### config.mk
export PLATFORM = sky130hd
export DESIGN_NAME = tti_fifo
export DESIGN_NICKNAME = d
export VERILOG_FILES = /design/src/rtl/tti_fifo.sv
export SDC_FILE = /design/constraint.sdc
export NUM_CORES = 1
export LEC_CHECK = 0
export BUFFER_PORTS_ARGS = -buffer_cell sky130_fd_sc_hd__buf_2
export CAP_MARGIN = 40
export CORE_AREA = 2 2 87 89
export DETAILED_ROUTE_END_ITERATION = 6
export DIE_AREA = 0 0 89 91
export SYNTH_ARGS = -nofsm -noshare
export SYNTH_HDL_FRONTEND = slang
export SYNTH_SLANG_ARGS = --single-unit
### constraint.sdc
create_clock -name clk -period 3 [get_ports clk]
set_clock_uncertainty 0.2 [all_clocks]
set_input_delay 0.3 -clock clk [delete_from_list [all_inputs] [get_ports clk]]
set_output_delay 0.3 -clock clk [all_outputs]
set_load 0.03 [all_outputs]
### src/rtl/tti_fifo.sv
`timescale 1ns / 1ps
// Small first-in first-out queue with registered storage.
module tti_fifo #(
    parameter int WIDTH = 8,
    parameter int DEPTH = 8
) (
    input  logic             clk,
    input  logic             rst_n,
    input  logic             push,
    input  logic [WIDTH-1:0] din,
    output logic             full,
    input  logic             pop,
    output logic [WIDTH-1:0] dout,
    output logic             empty
);

    localparam int PW = (DEPTH > 1) ? $clog2(DEPTH) : 1;

    logic [WIDTH-1:0] mem [DEPTH];
    logic [PW:0]      wr_ptr_reg;
    logic [PW:0]      wr_ptr_next;
    logic [PW:0]      rd_ptr_reg;
    logic [PW:0]      rd_ptr_next;

    assign empty = (wr_ptr_reg == rd_ptr_reg);
    assign full  = (wr_ptr_reg[PW] != rd_ptr_reg[PW]) &&
                   (wr_ptr_reg[PW-1:0] == rd_ptr_reg[PW-1:0]);
    assign dout  = mem[rd_ptr_reg[PW-1:0]];

    always_comb
    begin
        wr_ptr_next = wr_ptr_reg;
        rd_ptr_next = rd_ptr_reg;
        if (push && !full)
        begin
            wr_ptr_next = wr_ptr_reg + 1'b1;
        end
        if (pop && !empty)
        begin
            rd_ptr_next = rd_ptr_reg + 1'b1;
        end
    end

    always_ff @(posedge clk)
    begin
        if (push && !full)
        begin
            mem[wr_ptr_reg[PW-1:0]] <= din;
        end
    end

    always_ff @(posedge clk or negedge rst_n)
    begin
        if (!rst_n)
        begin
            wr_ptr_reg <= '0;
            rd_ptr_reg <= '0;
        end
        else
        begin
            wr_ptr_reg <= wr_ptr_next;
            rd_ptr_reg <= rd_ptr_next;
        end
    end

endmodule

==> reports/summary.md, run 1 <==
The region available for standard cell placement spans 7137 sq um. 0 antenna diodes ended up in the layout. The final critical path takes up 87.39% of the cycle.

After clock tree synthesis, the clock-pin slew on the worst setup and hold paths is 70 ps. Fraction of final layout cells sized beyond drive strength 1: 39.38%. The H-tree was split into 3 levels. Post-layout net count: 202. For the initial core utilization, the log shows 44.46%. The tools report the buffer levels on the longest clock path as 2. IR analysis of the VDD net gives a maximum drop of 0.3756 mV. TritonCTS built the clock tree. The switching component of the power was 1.405 mW; the max-slew violation count was 0. The floorplan step set the die height to 91 um. Setup repair after global routing left no endpoint under its margin.

The floorplan row count is 31, and the net count after synthesis is 165. The average vias per placed instance was 5.349; the post-synthesis cell area was 3173 sq um. The global-route wire length before repair came out at 8728 um. Dividing total power by cell area gives a power density of 1063 nW/um^2. The clock period could shrink to 2622 ps.

The internal cell power was 2.466 mW. In the layout the commonest cells are sky130_fd_sc_hd__edfxtp_1, sky130_fd_sc_hd__buf_2, sky130_fd_sc_hd__buf_4. The worst setup path is captured at an output pin. In this run the tightest slew margin relative to its limit is 50.32%. After layout, the worst setup slack is 378.2 ps.

STA classifies the critical path startpoint as a flip-flop. For this block, the via count after detailed routing is 1562. The tools report the fmax as 0.3814 GHz. The pre-CTS setup slack came out at 645.4 ps. The final weighted congestion of routability-driven global placement came out at 0.8098. The worst hold path belongs to the class in2reg.

The logs give 1579 for the number of global-route vias before repair and 0 for the final-report setup violation count. The area of the die was 8099 sq um; the total power after layout was 3.871 mW. Yosys printed 0 warnings. STA puts the critical path data required time at 2500 ps.

Leaving out fill and tap cells, the most frequent cell in the layout is sky130_fd_sc_hd__edfxtp_1. For this design the top-level I/O count stands at 22. The netlist uses 33 different library cells. Counting tap cells, the placed design contains a total of 275 instances.

The number of antenna violations at the first check in global routing was 0; the number of flip-flops under the largest register name was 64. The run gives 42.2% as the combinational fraction of design power. Relative to the synthesized area, the layout overhead comes to 14.75%. Counting flops and latches in the post-synthesis netlist gives 72. The actual transition at the worst max-transition pin is 742.4 ps. The run finished with clean final reports. After the flow finishes, the layout carries non-filler instances totaling 292. The run gives 66.88% as the sequential fraction of the synthesis area.

CTS saw 72 sinks. Of the total power, the clock network draws 20.8%. The per-instance average area after synthesis is 21.01 sq um.

Of all nets on the critical path, the largest fanout is 10. The post-detailed-route wirelength per cell is 18.66 um, and the total negative slack is 0 ps. After technology mapping, the gate count stands at 151.

The tools report the aggregate global routing overflow as 0. Critical path data arrival time: 2120 ps. In the routed design, unresolved DRC markers number 0.

In the global route stage, overall resource usage came out at 15.26%. In this run, CTS created clock tree buffers numbering 9. The floorplan step set the die width to 89 um.

The first detailed-routing pass took 4 iterations. Once detail routing completed, the nets flagged for antenna violations numbered 0. The tools report the pin count of the biggest net entering global routing as 21. Wires add up to 5450 um. The count of buffers added on input and output ports is 21.

The class of the most critical setup path was reg2out. The logs give 1.290 nW for the leakage power total and 37.0% for the sequential power share. The count of endpoints failing hold in the final timing report is 0, and the net switching share of the total power is 36.30%.

Max-cap violations in this run came to 0. In this run the clock root is driven by a sky130_fd_sc_hd__clkbuf_8. The half-perimeter wire length after detailed placement was 3667 um.

Cells fill 51.02% of the core in the end. The later pin in the worst-skew pair is clocked with a latency of 340 ps. The run gives 134 as the number of DRC markers after the initial detailed-route iteration.
==> critical path, cell delays in order (launching register included) <==
cell	delay (ps)
sky130_fd_sc_hd__dfrtp_1	520
sky130_fd_sc_hd__xor2_2	210
sky130_fd_sc_hd__buf_4	200
sky130_fd_sc_hd__nor4_2	550
sky130_fd_sc_hd__buf_2	310
==> stage by stage <==
stage	area, sq um	hold slack (ps)
detailed placement	3420	-46.38
global route	3641	31.38
CTS	3641	18.88
finish	3641	27.32
floorplan	3173	-195.6
global placement	3420	-47.50
==> final cells by class <==
type,instances,area [sq um]
multi-input combinational,70,978.4
clock buffer,10,127.6
sequential,72,2122
clock inverter,6,83.83
inverter,2,7.507
tap,99,123.9
fill,587,3496
timing repair buffer,33,197.7
==> metal layers <==
| layer | up-vias | routed length [um] | global-route usage, % | part of all wire (%) |
|---|---|---|---|---|
| met2 | 41 | 2628 | 22.82 | 48 |
| met5 | - | 0 | 0 | 0 |
| met3 | 10 | 297 | 4.455 | 5.4 |
| met1 | 800 | 2434 | 21.11 | 45 |
| li1 | 711 | - | - | - |
| met4 | 0 | 89 | 5.970 | 1.6 |
==> cell families (layout without fill, tap and decap cells) <==
family          count (synthesis)  in the layout  synth area share [%]
simple gates                   24             24                 4.731
compound gates                  9              9                 4.377
buf+inv                         9             51                 2.287
fa+ha+maj                       2              2                0.7885
flops                          72             72                 66.88
mux                            26             26                 17.03
xor+xnor                        9              9                 3.904
==> repair_timing <==
item                      in CTS  in global routing
hold buffers                   1                  0
hold endpoints to repair       8                  0
setup buffers                  0                  0
resized for setup              0                  0
==> synthesized netlist by cell type <==
cell type / number / share of area, %
sky130_fd_sc_hd__buf_12: 1 / 0.63
sky130_fd_sc_hd__buf_6: 2 / 0.71
sky130_fd_sc_hd__or2b_1: 2 / 0.47
sky130_fd_sc_hd__buf_2: 3 / 0.47
sky130_fd_sc_hd__xor2_1: 1 / 0.28
sky130_fd_sc_hd__mux4_1: 9 / 7.5
sky130_fd_sc_hd__nor2_1: 5 / 0.59
sky130_fd_sc_hd__and4_2: 1 / 0.32
sky130_fd_sc_hd__o311ai_2: 1 / 0.51
sky130_fd_sc_hd__and4_1: 1 / 0.28
sky130_fd_sc_hd__nand2_1: 4 / 0.47
sky130_fd_sc_hd__or3_4: 1 / 0.35
sky130_fd_sc_hd__o41ai_2: 2 / 1.0
sky130_fd_sc_hd__o311ai_0: 1 / 0.28
sky130_fd_sc_hd__buf_4: 1 / 0.24
sky130_fd_sc_hd__mux2_4: 9 / 4.3
sky130_fd_sc_hd__o41ai_1: 1 / 0.28
sky130_fd_sc_hd__dfrtp_1: 8 / 6.3
sky130_fd_sc_hd__inv_1: 2 / 0.24
sky130_fd_sc_hd__o311ai_1: 2 / 0.55
sky130_fd_sc_hd__nand4_1: 2 / 0.39
sky130_fd_sc_hd__xor2_2: 1 / 0.51
sky130_fd_sc_hd__nor3_1: 3 / 0.47
sky130_fd_sc_hd__nor2b_1: 1 / 0.20
sky130_fd_sc_hd__mux4_2: 7 / 5.0
sky130_fd_sc_hd__xor2_4: 2 / 1.7
sky130_fd_sc_hd__ha_1: 2 / 0.79
sky130_fd_sc_hd__edfxtp_1: 64 / 61
sky130_fd_sc_hd__xnor2_1: 5 / 1.4
sky130_fd_sc_hd__and2_1: 2 / 0.39
sky130_fd_sc_hd__o41ai_4: 2 / 1.7
sky130_fd_sc_hd__nor4_2: 2 / 0.79
sky130_fd_sc_hd__mux2_2: 1 / 0.35
==> power by group through the flow <==
stage	logic [mW]	registers, mW	clock network, mW
after floorplan	1.34	1.39	0
after global placement	1.63	1.44	0
after detailed placement	1.65	1.45	0
after CTS	1.66	1.43	0.825
after global routing	1.76	1.45	0.869
final	1.63	1.43	0.807
==> worst paths after layout <==
kind | start | end | slack (ps) | depth (start not counted)
worst max-delay path | wr_ptr_reg[0] | full | 380 | 4
max in group asynchronous | rst_n | wr_ptr_reg[1] | 2300 | 2
min in group asynchronous | rst_n | rd_ptr_reg[2] | 130 | 2
worst max register to register | wr_ptr_reg[1] | mem[2][3] | 670 | 3
worst min register to register | wr_ptr_reg[3] | wr_ptr_reg[3] | 430 | 2
worst min-delay path | din[5] | mem[0][5] | 30 | 1
(Power assumes the default switching activity.)
==> run 2: changes to the inputs <==
- CTS_BUF_LIST: unset -> sky130_fd_sc_hd__clkbuf_8 sky130_fd_sc_hd__clkbuf_16
==> reports/summary.md, run 2 (same netlist as run 1, synthesis figures left out) <==
The number of antenna diodes in the final layout is 0. Leaving out fill and tap cells, the most frequent cell in the layout is sky130_fd_sc_hd__edfxtp_1. The maximum level of the CTS H-tree is 3, and the boundary pin count is 22. From left edge to right edge, the die measures 89 um.

The run gives 3.868 mW as the total power after layout. The floorplan step defined a die boundary enclosing 8099 sq um. In this run, the number of DRC markers left after iteration 0 of detailed routing was 134. Setup violations remaining at the end of the flow were counted as 0. The type of the worst min-delay path was in2reg. The number of antenna violations at the first check in global routing is 0, and the number of CTS-inserted buffers is 9.

The detailed-route wire length is 5459 um. The tools report the number of max-cap violations as 0. The worst path in the final design needs a cycle of 2622 ps, including I/O delays and setup. The pin count of the biggest net entering global routing is 21. Of all nets on the critical path, the largest fanout is 10.

The fmax was 0.3814 GHz; the number of flip-flops under the largest register name was 64. In this run the tightest slew margin relative to its limit is 50.37%. The tools report the worst-skew pair later-pin latency as 340 ps. Fraction of final layout cells sized beyond drive strength 1: 39.38%. Clock root buffer: sky130_fd_sc_hd__clkbuf_8. The actual transition at the worst max-transition pin is 741.7 ps, and the number of detailed-routing iterations run before antenna repair is 4. After legalization and detailed placement, the total HPWL measured 3667 um. The net count of the finished layout is 202. For the final routed database, the setup TNS stands at 0 ps. The initial utilization of the core area, before any placement, comes to 44.46%. The logs give 1562 for the overall via count from detail_route and 72 for the count of clock tree sinks.

After clock tree synthesis, the clock-pin slew on the worst setup and hold paths is 70 ps. The height of the die works out to 91 um. The sort of element at the end of the critical path is an output pin. The first global-routing pass estimated 8728 um of wire.

TritonCTS built the clock tree. Dividing the final minimum period by the clock period gives 87.40%. The run gives 1579 as the number of global-route vias before repair. The tools report the count of endpoints failing hold in the final timing report as 0. The top cell types in the final layout, fill and taps aside, are sky130_fd_sc_hd__edfxtp_1, sky130_fd_sc_hd__buf_2, sky130_fd_sc_hd__buf_4. Input and output buffers added on the ports amount to 21.

The worst endpoint required time is 2500 ps, and the core region area is 7137 sq um. Setup repair after global routing left no endpoint under its margin. After detailed routing, the average wire length per cell comes to 18.70 um. The total power divided by cell area is 1062 nW/um^2, and the number of nets still failing antenna checks after routing is 0. The run gives 31 as the floorplan row count. From synthesis to final layout, the design area changed by 14.75%. The run finished with clean final reports.

Routability-driven placement finished with a final weighted congestion of 0.8098. Post-CTS repair changed the size of 0 cells. For the worst-case setup margin in the final layout, the log shows 378.0 ps. For this design the static power due to leakage is 1.294 nW.

The max-slew violation count is 0. The critical path is of the reg2out type. Before CTS, the worst setup slack after placement is 645.4 ps.

The startpoint type of the worst setup path was a flip-flop. For this run, the total global-route usage over all layers was measured as 15.26%. The worst-case IR drop observed on VDD is 0.3755 mV.

The average vias per placed instance is 5.349, and the aggregate global routing overflow is 0. The tools report the residual DRC count as 0. The critical path data arrival time is 2120 ps.

The buffer levels on the longest clock path is 2.
## run 2: cell count changes in the layout (fill, tap and decap cells not counted), sizes merged
cell | before | now
inv | 2 | 3
clkbuf | 10 | 9
## run 2: report_power, final
group | total (mW) | internal, mW | switching [mW]
logic | 1.63 | 0.713 | 0.921
clock network | 0.803 | 0.462 | 0.342
registers | 1.43 | 1.29 | 0.143
## run 2: layer usage
layer | vias up | wire (um) | GRT usage [%]
li1 | 710 | - | -
met1 | 799 | 2447 | 21.11
met2 | 43 | 2623 | 22.82
met3 | 10 | 298 | 4.455
met4 | 0 | 89 | 5.970
met5 | - | 0 | 0
## run 2: critical path: stages, from the launching register on
cell,delay [ps]
sky130_fd_sc_hd__dfrtp_1,520
sky130_fd_sc_hd__xor2_2,210
sky130_fd_sc_hd__buf_4,200
sky130_fd_sc_hd__nor4_2,550
sky130_fd_sc_hd__buf_2,310
## run 2: area by class of cell
class,instances,area (sq um)
repair buffers,33,197.7
inverters,2,7.507
flip-flops and latches,72,2122
clock inverters,7,87.58
clock buffers,9,123.9
fillers,587,3496
well taps,99,123.9
multi-input cells,70,978.4
## run 2: path summary, 6_finish.rpt
check	startpoint	to	slack [ps]	cells past startpoint
min	din[6]	mem[5][6]	30	1
max in group asynchronous	rst_n	wr_ptr_reg[1]	2300	2
min in group asynchronous	rst_n	rd_ptr_reg[2]	130	2
max	wr_ptr_reg[0]	full	380	4
min reg2reg	wr_ptr_reg[3]	wr_ptr_reg[3]	430	2
max reg2reg	wr_ptr_reg[1]	mem[2][3]	670	3
## run 2: through the flow
stage	hold slack (ps)	area [sq um]	util [%]	instances
final	30.75	3641	51.02	292
after global routing	30.95	3641	51.02	292
after CTS	18.74	3641	51.02	292
after detailed placement	-46.38	3420	47.91	275
after global placement	-47.50	3420	47.91	275
after floorplan	-195.6	3173	-	151
## run 2: what timing repair did
item | CTS | global route
endpoints found under the hold margin | 8 | 0
endpoints found under the setup margin | 0 | 0
hold buffers | 1 | 0
setup buffers | 0 | 0
