File: config.mk
export PLATFORM = sky130hd
export DESIGN_NAME = tti_front
export DESIGN_NICKNAME = d
export VERILOG_FILES = /design/src/rtl/tti_pkg.sv /design/src/rtl/tti_front.sv
export SDC_FILE = /design/constraint.sdc
export NUM_CORES = 1
export LEC_CHECK = 0
export BUFFER_PORTS_ARGS = -buffer_cell sky130_fd_sc_hd__buf_4
export CORE_MARGIN = 2
export CORE_UTILIZATION = 58
export DETAILED_ROUTE_END_ITERATION = 12
export PLACE_DENSITY = 0.87
export SKIP_LAST_GASP = 1
export SYNTH_ARGS = -nofsm -noshare
export SYNTH_HDL_FRONTEND = slang
export SYNTH_SLANG_ARGS = --single-unit
File: constraint.sdc
create_clock -name clk -period 18.8 [get_ports clk]
set_clock_uncertainty 0.05 [all_clocks]
set_input_delay 5.64 -clock clk [delete_from_list [all_inputs] [get_ports clk]]
set_output_delay 5.64 -clock clk [all_outputs]
set_load 0.1 [all_outputs]
File: src/rtl/tti_pkg.sv
`timescale 1ns / 1ps
// Shared types, constants and blend arithmetic of the trilinear table interpolator.
package tti_pkg;

    localparam int DATA_W   = 32;
    localparam int CHANNELS = 4;
    localparam int FRAC_W   = 12;
    localparam int CELL_W   = 5;
    localparam int ADDR_W   = 12;
    localparam int IDX_W    = 15;
    localparam int STRAIN_W = 16;
    localparam int COORD_W  = 24;
    localparam int CORNERS  = 8;
    localparam int CORNER_W = 3;
    localparam int QUARTER  = 1024;

    typedef enum logic {
        CMD_LOAD  = 1'b0,
        CMD_QUERY = 1'b1
    } cmd_t;

    typedef logic [DATA_W-1:0] word_t;
    typedef word_t [CHANNELS-1:0] sample_t;
    typedef logic [ADDR_W-1:0] addr_t;
    typedef logic [FRAC_W-1:0] frac_t;

    typedef struct packed {
        cmd_t                      cmd;
        logic                      wen;
        logic [CORNER_W-1:0]       wbank;
        addr_t [CORNERS-1:0]       addr;
        sample_t                   data;
        logic [CORNER_W-1:0]       par;
        frac_t                     af;
        frac_t                     bf;
        frac_t                     cf;
    } job_t;

    function automatic word_t lerp(input word_t v0, input word_t v1, input frac_t f);
        logic signed [DATA_W:0]            diff;
        logic signed [DATA_W+FRAC_W+1:0]   prod;
        logic signed [DATA_W:0]            step;
        diff = $signed({1'b0, v1}) - $signed({1'b0, v0});
        prod = diff * $signed({1'b0, f});
        step = prod[FRAC_W +: DATA_W+1];
        return v0 + step[DATA_W-1:0];
    endfunction

endpackage

File: src/rtl/tti_front.sv
`timescale 1ns / 1ps
// Front end: accept beats, split load indexes and map query strains to bank addresses.
module tti_front #(
    parameter int GRID_SIZE = 30,
    parameter int MQ_DEPTH  = 8
) (
    input  logic                                 clk,
    input  logic                                 rst_n,
    input  logic                                 push,
    output logic                                 full,
    input  logic                                 cmd,
    input  logic [tti_pkg::IDX_W-1:0]            entry_index,
    input  tti_pkg::sample_t                     samples,
    input  logic signed [tti_pkg::STRAIN_W-1:0]  strain_uu,
    input  logic signed [tti_pkg::STRAIN_W-1:0]  strain_vv,
    input  logic signed [tti_pkg::STRAIN_W-1:0]  strain_uv,
    output logic                                 job_valid,
    output tti_pkg::job_t                        job,
    input  logic                                 job_pop
);

    localparam int IDX_W    = tti_pkg::IDX_W;
    localparam int CELL_W   = tti_pkg::CELL_W;
    localparam int FRAC_W   = tti_pkg::FRAC_W;
    localparam int ADDR_W   = tti_pkg::ADDR_W;
    localparam int COORD_W  = tti_pkg::COORD_W;
    localparam int STRAIN_W = tti_pkg::STRAIN_W;
    localparam int MUL_W    = 40;
    localparam int GG       = GRID_SIZE * GRID_SIZE;
    localparam int G3       = GG * GRID_SIZE;
    localparam int HALF     = (GRID_SIZE + 1) / 2;
    localparam int HH       = HALF * HALF;
    localparam int L1       = $clog2(GG);
    localparam int S1       = IDX_W + L1;
    localparam longint M1   = ((longint'(1) << S1) + GG - 1) / GG;
    localparam int L2       = $clog2(GRID_SIZE);
    localparam int S2       = IDX_W + L2;
    localparam longint M2   = ((longint'(1) << S2) + GRID_SIZE - 1) / GRID_SIZE;
    localparam int CNT_W    = $clog2(MQ_DEPTH + 1);
    localparam logic [COORD_W-1:0] G_C = COORD_W'(GRID_SIZE);
    localparam logic [COORD_W-1:0] TOP = COORD_W'((GRID_SIZE - 1) * (1 << FRAC_W) - 1);

    function automatic logic [CELL_W+FRAC_W-1:0] clamp_coord(input logic [COORD_W-1:0] q);
        logic [COORD_W-1:0] c;
        if (q[COORD_W-1])
        begin
            c = '0;
        end
        else if (q > TOP)
        begin
            c = TOP;
        end
        else
        begin
            c = q;
        end
        return c[CELL_W+FRAC_W-1:0];
    endfunction

    logic             accept;
    logic [CNT_W-1:0] fill_cnt_reg;
    logic [CNT_W-1:0] fill_cnt_next;

    logic [MUL_W-1:0]   qi_prod;
    logic [COORD_W-1:0] uu_ext;
    logic [COORD_W-1:0] vv_ext;
    logic [COORD_W-1:0] uv_ext;
    logic [COORD_W-1:0] uv_abs;

    logic                        s1_valid_reg;
    tti_pkg::cmd_t               s1_cmd_reg;
    logic                        s1_ok_reg;
    logic [IDX_W-1:0]            s1_idx_reg;
    logic [CELL_W-1:0]           s1_qi_reg;
    tti_pkg::sample_t            s1_data_reg;
    logic [COORD_W-1:0]          s1_ca_reg;
    logic [COORD_W-1:0]          s1_cb_reg;
    logic [COORD_W-1:0]          s1_cc_reg;

    logic [IDX_W-1:0]            rem;
    logic [CELL_W+FRAC_W-1:0]    qa;
    logic [CELL_W+FRAC_W-1:0]    qb;
    logic [CELL_W+FRAC_W-1:0]    qc;

    logic                        s2_valid_reg;
    tti_pkg::cmd_t               s2_cmd_reg;
    logic                        s2_ok_reg;
    logic [CELL_W-1:0]           s2_qi_reg;
    logic [IDX_W-1:0]            s2_rem_reg;
    tti_pkg::sample_t            s2_data_reg;
    logic [CELL_W-1:0]           s2_ai_reg;
    logic [CELL_W-1:0]           s2_bi_reg;
    logic [CELL_W-1:0]           s2_ci_reg;
    tti_pkg::frac_t              s2_af_reg;
    tti_pkg::frac_t              s2_bf_reg;
    tti_pkg::frac_t              s2_cf_reg;

    logic [MUL_W-1:0]            qj_prod;
    tti_pkg::addr_t              ti [2];
    tti_pkg::addr_t              tj [2];
    tti_pkg::addr_t              tk [2];
    tti_pkg::addr_t              tl;

    logic                        s3_valid_reg;
    tti_pkg::cmd_t               s3_cmd_reg;
    logic                        s3_ok_reg;
    logic                        s3_qi0_reg;
    logic [CELL_W-1:0]           s3_qj_reg;
    logic [IDX_W-1:0]            s3_rem_reg;
    tti_pkg::addr_t              s3_tl_reg;
    tti_pkg::addr_t              s3_ti_reg [2];
    tti_pkg::addr_t              s3_tj_reg [2];
    tti_pkg::addr_t              s3_tk_reg [2];
    tti_pkg::sample_t            s3_data_reg;
    logic [tti_pkg::CORNER_W-1:0] s3_par_reg;
    tti_pkg::frac_t              s3_af_reg;
    tti_pkg::frac_t              s3_bf_reg;
    tti_pkg::frac_t              s3_cf_reg;

    logic [IDX_W-1:0]            k_full;
    logic [CELL_W-1:0]           k;
    tti_pkg::addr_t              waddr;

    assign accept = push && !full;
    assign full   = (fill_cnt_reg >= CNT_W'(MQ_DEPTH));

    always_comb
    begin
        fill_cnt_next = fill_cnt_reg + CNT_W'(accept) - CNT_W'(job_pop);
    end

    // Stage 1: plane quotient and scaled coordinates.
    always_comb
    begin
        qi_prod = MUL_W'(entry_index) * MUL_W'(M1);
        uu_ext  = {{(COORD_W-STRAIN_W){strain_uu[STRAIN_W-1]}}, strain_uu};
        vv_ext  = {{(COORD_W-STRAIN_W){strain_vv[STRAIN_W-1]}}, strain_vv};
        uv_ext  = {{(COORD_W-STRAIN_W){strain_uv[STRAIN_W-1]}}, strain_uv};
        uv_abs  = uv_ext[COORD_W-1] ? (COORD_W'(0) - uv_ext) : uv_ext;
    end

    always_ff @(posedge clk)
    begin
        s1_cmd_reg  <= tti_pkg::cmd_t'(cmd);
        s1_ok_reg   <= ({1'b0, entry_index} < (IDX_W+1)'(G3));
        s1_idx_reg  <= entry_index;
        s1_qi_reg   <= qi_prod[S1 +: CELL_W];
        s1_data_reg <= samples;
        s1_ca_reg   <= (uu_ext + COORD_W'(tti_pkg::QUARTER)) * G_C;
        s1_cb_reg   <= (vv_ext + COORD_W'(tti_pkg::QUARTER)) * G_C;
        s1_cc_reg   <= uv_abs * G_C;
    end

    // Stage 2: row remainder, clamp and split.
    always_comb
    begin
        rem = s1_idx_reg - IDX_W'(IDX_W'(s1_qi_reg) * IDX_W'(GG));
        qa  = clamp_coord(s1_ca_reg);
        qb  = clamp_coord(s1_cb_reg);
        qc  = clamp_coord(s1_cc_reg);
    end

    always_ff @(posedge clk)
    begin
        s2_cmd_reg  <= s1_cmd_reg;
        s2_ok_reg   <= s1_ok_reg;
        s2_qi_reg   <= s1_qi_reg;
        s2_rem_reg  <= rem;
        s2_data_reg <= s1_data_reg;
        s2_ai_reg   <= qa[FRAC_W +: CELL_W];
        s2_bi_reg   <= qb[FRAC_W +: CELL_W];
        s2_ci_reg   <= qc[FRAC_W +: CELL_W];
        s2_af_reg   <= qa[FRAC_W-1:0];
        s2_bf_reg   <= qb[FRAC_W-1:0];
        s2_cf_reg   <= qc[FRAC_W-1:0];
    end

    // Stage 3: row quotient and per-parity address terms.
    always_comb
    begin
        qj_prod = MUL_W'(s2_rem_reg) * MUL_W'(M2);
        ti[0] = (ADDR_W'(s2_ai_reg[CELL_W-1:1]) + ADDR_W'(s2_ai_reg[0])) * ADDR_W'(HH);
        ti[1] = ADDR_W'(s2_ai_reg[CELL_W-1:1]) * ADDR_W'(HH);
        tj[0] = (ADDR_W'(s2_bi_reg[CELL_W-1:1]) + ADDR_W'(s2_bi_reg[0])) * ADDR_W'(HALF);
        tj[1] = ADDR_W'(s2_bi_reg[CELL_W-1:1]) * ADDR_W'(HALF);
        tk[0] = ADDR_W'(s2_ci_reg[CELL_W-1:1]) + ADDR_W'(s2_ci_reg[0]);
        tk[1] = ADDR_W'(s2_ci_reg[CELL_W-1:1]);
        tl    = ADDR_W'(s2_qi_reg[CELL_W-1:1]) * ADDR_W'(HH);
    end

    always_ff @(posedge clk)
    begin
        s3_cmd_reg    <= s2_cmd_reg;
        s3_ok_reg     <= s2_ok_reg;
        s3_qi0_reg    <= s2_qi_reg[0];
        s3_qj_reg     <= qj_prod[S2 +: CELL_W];
        s3_rem_reg    <= s2_rem_reg;
        s3_tl_reg     <= tl;
        s3_ti_reg     <= ti;
        s3_tj_reg     <= tj;
        s3_tk_reg     <= tk;
        s3_data_reg   <= s2_data_reg;
        s3_par_reg    <= {s2_ai_reg[0], s2_bi_reg[0], s2_ci_reg[0]};
        s3_af_reg     <= s2_af_reg;
        s3_bf_reg     <= s2_bf_reg;
        s3_cf_reg     <= s2_cf_reg;
    end

    // Stage 4: column, bank and final addresses.
    always_comb
    begin
        k_full    = s3_rem_reg - IDX_W'(IDX_W'(s3_qj_reg) * IDX_W'(GRID_SIZE));
        k         = k_full[CELL_W-1:0];
        waddr     = s3_tl_reg + ADDR_W'(s3_qj_reg[CELL_W-1:1]) * ADDR_W'(HALF)
                    + ADDR_W'(k[CELL_W-1:1]);
        job.cmd   = s3_cmd_reg;
        job.wen   = s3_ok_reg;
        job.wbank = {s3_qi0_reg, s3_qj_reg[0], k[0]};
        job.data  = s3_data_reg;
        job.par   = s3_par_reg;
        job.af    = s3_af_reg;
        job.bf    = s3_bf_reg;
        job.cf    = s3_cf_reg;
        for (int b = 0; b < tti_pkg::CORNERS; b++)
        begin
            if (s3_cmd_reg == tti_pkg::CMD_LOAD)
            begin
                job.addr[b] = waddr;
            end
            else
            begin
                job.addr[b] = s3_ti_reg[b[2]] + s3_tj_reg[b[1]] + s3_tk_reg[b[0]];
            end
        end
    end

    assign job_valid = s3_valid_reg;

    always_ff @(posedge clk or negedge rst_n)
    begin
        if (!rst_n)
        begin
            s1_valid_reg <= 1'b0;
            s2_valid_reg <= 1'b0;
            s3_valid_reg <= 1'b0;
            fill_cnt_reg <= '0;
        end
        else
        begin
            s1_valid_reg <= accept;
            s2_valid_reg <= s1_valid_reg;
            s3_valid_reg <= s2_valid_reg;
            fill_cnt_reg <= fill_cnt_next;
        end
    end

    a_fill_bound: assert property (@(posedge clk) disable iff (!rst_n)
        fill_cnt_reg <= CNT_W'(MQ_DEPTH))
        else $error("front fill count exceeds queue depth");

    a_fill_covers_stages: assert property (@(posedge clk) disable iff (!rst_n)
        s3_valid_reg |-> fill_cnt_reg != '0)
        else $error("beat in flight not counted");

endmodule

==> Implementation_results.wiki <==
{| class="wikitable"
! Metric !! Value
|-
| Result of the run || completed
|-
| Setup repair after global routing missed its margin || false
|-
| Detailed-route vias per instance || 5.29
|-
| Delay of the slowest cell on the worst path || 0.91 ns
|-
| Arrival time of data at the critical path endpoint || 7.11 ns
|-
| Hold_sp || s2_bf_reg[8]
|-
| Initial DRC Count || 1142
|-
| Yosys Warn Count || 0
|-
| Die Y-Extent || 239 um
|-
| Sum of net half-perimeters after detailed placement || 56.6 mm
|-
| Cells resized by post-CTS repair || 0
|-
| Cell Chain, Critical Path || ha_1 -> ha_1 -> ha_1 -> inv_1 -> ha_1 -> a21oi_1 -> xnor2_1 -> fa_1 -> fa_1 -> fa_1 -> fa_1 -> nor2b_1 -> o21ai_0 -> a21boi_0 -> o211ai_1 -> a21boi_0 -> xnor2_1 -> nor2_1 -> a21o_1 -> buf_4
|-
| Global-route wire length before repair || 117 mm
|-
| Data required time at the worst endpoint || 13.11 ns
|-
| Die footprint || 0.0569 mm^2
|-
| Slowest CP cell || sky130_fd_sc_hd__nor2_1
|-
| Total grt overflow || 0
|-
| CP delay by family, top || adder cells
|-
| Ranking of synthesized cells by area || sky130_fd_sc_hd__dfxtp_1 41%, sky130_fd_sc_hd__ha_1 18%, sky130_fd_sc_hd__fa_1 13%
|-
| Synth Area in Compound Gates || 9.53%
|-
| Area fraction of the dominant cell type after synthesis || 41.2%
|-
| Crit path kind || reg -> out
|-
| Hold bufs inserted after CTS || 0
|-
| Worst Hold Path EP || s3_bf_reg[8]
|-
| Syn avg cell area || 11.3 um^2
|-
| Final Setup Violations || 0
|-
| Startpoint of the most critical register-to-register path || s2_rem_reg[11]
|-
| Horizontal die dimension || 239 um
|-
| Startpoint class of the critical path || register
|-
| Detailed-route DRC error count || 0
|-
| Share of flip-flops with an asynchronous set or reset after synthesis || 1.05%
|-
| Count of buffer and inverter cells on the critical path || 2
|-
| TritonRoute pass-1 iters || 5
|-
| Most repeated cell in the gate-level netlist after synthesis || sky130_fd_sc_hd__dfxtp_1
|-
| Synthesized cell area || 0.0319 mm^2
|-
| Cells after synthesis || 2825
|-
| Simple-Gate Fraction of Synth Area || 6.39%
|-
| XOR/XNOR Fraction of Synth Area || 7.16%
|-
| Worst slew pin tran || 1.23 ns
|-
| TNS Setup || 0 ns
|-
| Launching element of the worst setup path || s3_qj_reg[1]
|-
| Vias || 21600
|-
| Proportion of layout cells with a drive suffix above 1 || 18.3%
|-
| CTS tree || done
|-
| Sequential element share of the synthesized area || 41.8%
|-
| Row Count || 85
|-
| Layout-stage area growth over the synthesis result || 20.9%
|-
| Placeable Area || 0.0541 mm^2
|-
| Initial antenna violation count || 0
|-
| Initial cell density of the core || 58.9%
|-
| Number of setup buffers added after CTS || 0
|-
| Total number of H-tree levels || 3
|-
| Post-synthesis cell type count || 74
|-
| Max-cap check violation count || 0
|-
| Routed WL || 73.9 mm
|-
| Avg WL per Cell || 18.1 um
|-
| Final #Nets || 4185
|-
| Worst setup EP type || output port
|-
| Cell taking the most area after synthesis || sky130_fd_sc_hd__dfxtp_1
|-
| Endpoints failing hold || 0
|-
| Count of flip-flops with a built-in enable after synthesis || 0
|-
| Proportion of synthesized area in mux cells || 0.0981%
|-
| Number of cells on the critical path || 20
|-
| Post-synthesis sequential element count || 664
|-
| Final max-slew violation count || 0
|-
| Min cycle time layout || 12.80 ns
|-
| Worst hold-check path type || reg -> reg
|-
| Ports placed on the boundary || 466
|-
| Maximum clock path buffer count || 3
|-
| Most numerous cell types in the synthesized netlist || 657 x sky130_fd_sc_hd__dfxtp_1, 449 x sky130_fd_sc_hd__ha_1, 337 x sky130_fd_sc_hd__inv_1
|-
| Register-to-register setup slack || 14.39 ns
|-
| Overall Global Routing Usage || 26.1%
|-
| Clock latency reported for the late side of the worst-skew pair || 0.62 ns
|-
| Clock root cell || sky130_fd_sc_hd__clkbuf_16
|-
| Combinational family with the most area after synthesis || adder cells
|-
| Buffers on Ports || 465
|-
| Weighted congestion at the end of routability-driven global placement || 0.963
|-
| Maximum number of pins on one net before global-route repair || 98
|-
| Number of buffers added by the clock tree synthesis step || 67
|-
| Fraction of the mapped netlist area in adder cells || 30.6%
|-
| Via count of the first global-routing pass || 22800
|-
| Share of the clock period used by the worst path || 68.1%
|-
| Clock slew at the register clock pins of the worst setup and hold paths || 0.06 ns
|-
| Highest fanout seen on the critical path || 8
|-
| Worst-case headroom to the max-slew limit || 17.9%
|-
| Most instantiated flip-flop cell in the synthesis netlist || sky130_fd_sc_hd__dfxtp_1
|-
| Number of sinks on the clock net || 664
|-
| DRT antenna net count || 0
|-
| Worst hold path stage count || 0
|-
| Reg2reg end || s3_qj_reg[4]
|-
| R2R cell count || 18
|-
| Diode count || 0
|-
| Maximum achievable frequency || 78.1 MHz
|}
metal layers:
layer	track usage, %	share of wire (%)
met5	0	0
met1	29.3	38
met2	48.5	52
met3	4.43	5.9
met4	11.3	3.9
layout by cell type, fill, tap and decap left out, types with 6 or more instances in the layout:
master                      synthesis  routed
sky130_fd_sc_hd__or3_1             13      13
sky130_fd_sc_hd__o31a_1             6       6
sky130_fd_sc_hd__a21oi_1          128     128
sky130_fd_sc_hd__a211oi_1          18      18
sky130_fd_sc_hd__dfrtp_1            7       7
sky130_fd_sc_hd__nand3b_1           7       7
sky130_fd_sc_hd__nand3_1           33      33
sky130_fd_sc_hd__buf_4              5     468
sky130_fd_sc_hd__clkbuf_8           0      13
sky130_fd_sc_hd__xnor2_1          180     180
sky130_fd_sc_hd__o21bai_1          20      20
sky130_fd_sc_hd__dfxtp_1          657     656
sky130_fd_sc_hd__ha_1             449     449
sky130_fd_sc_hd__nor3_1            26      26
sky130_fd_sc_hd__clkbuf_16          0      67
sky130_fd_sc_hd__nand4_1           13      13
sky130_fd_sc_hd__o21ai_0           69      69
sky130_fd_sc_hd__conb_1             2       6
sky130_fd_sc_hd__a31oi_1           13      13
sky130_fd_sc_hd__nand2b_1          15      15
sky130_fd_sc_hd__o21a_1            16      16
sky130_fd_sc_hd__o31ai_1            6       6
sky130_fd_sc_hd__and2_1            16      16
sky130_fd_sc_hd__a31o_2             9       9
sky130_fd_sc_hd__clkbuf_1          26       7
sky130_fd_sc_hd__a21boi_0           6       6
sky130_fd_sc_hd__or2_2              9       9
sky130_fd_sc_hd__and3_1            17      17
sky130_fd_sc_hd__nor2_1           147     147
sky130_fd_sc_hd__nor2b_1           17      17
sky130_fd_sc_hd__bufinv_16          0       6
sky130_fd_sc_hd__inv_1            337     337
sky130_fd_sc_hd__clkinv_2           0      11
sky130_fd_sc_hd__fa_1             207     207
sky130_fd_sc_hd__o2111ai_1          6       6
sky130_fd_sc_hd__a21o_1           129     129
sky130_fd_sc_hd__nand2_1           69      69
sky130_fd_sc_hd__xor2_1            79      79
final cells by class:
class,instances,area [um^2]
Timing Repair Buffer,468,3510
Fill cell,3607,15600
Tap cell,696,871
Multi-Input combinational cell,1795,17200
Inverter,337,1260
Clock inverter,37,531
Clock buffer,87,1880
Sequential cell,664,13300
through the flow:
step	cells	hold slack, ns	area, um^2	util (%)	setup slack (ns)
floorplan	2829	0.260	31900	-	6.94
global placement	3960	0.260	36200	66.8	6.90
detailed placement	3960	0.262	36200	66.8	6.71
CTS	4084	0.253	38600	71.2	6.00
global route	4084	0.265	38600	71.2	5.72
finish	4084	0.257	38600	71.2	6.00
cell families after synthesis:
kind of cell | Yosys count
adders and majority gates | 656
and+or+nand+nor | 409
muxes | 3
xor gates and xnor gates | 260
DFF | 664
other | 2
AOI/OAI and AO/OA | 461
buffers and inverters | 370
how the worst max path moves through the flow:
stage | endpoint
final | job[177]
after global routing | job[177]
after CTS | job[177]
after detailed placement | job[177]
after global placement | job[177]
after floorplan | job[176]
Power is left out: the tool's default activity adds up to more than one toggle a clock period on the data nets, which glitch-free logic cannot reach.
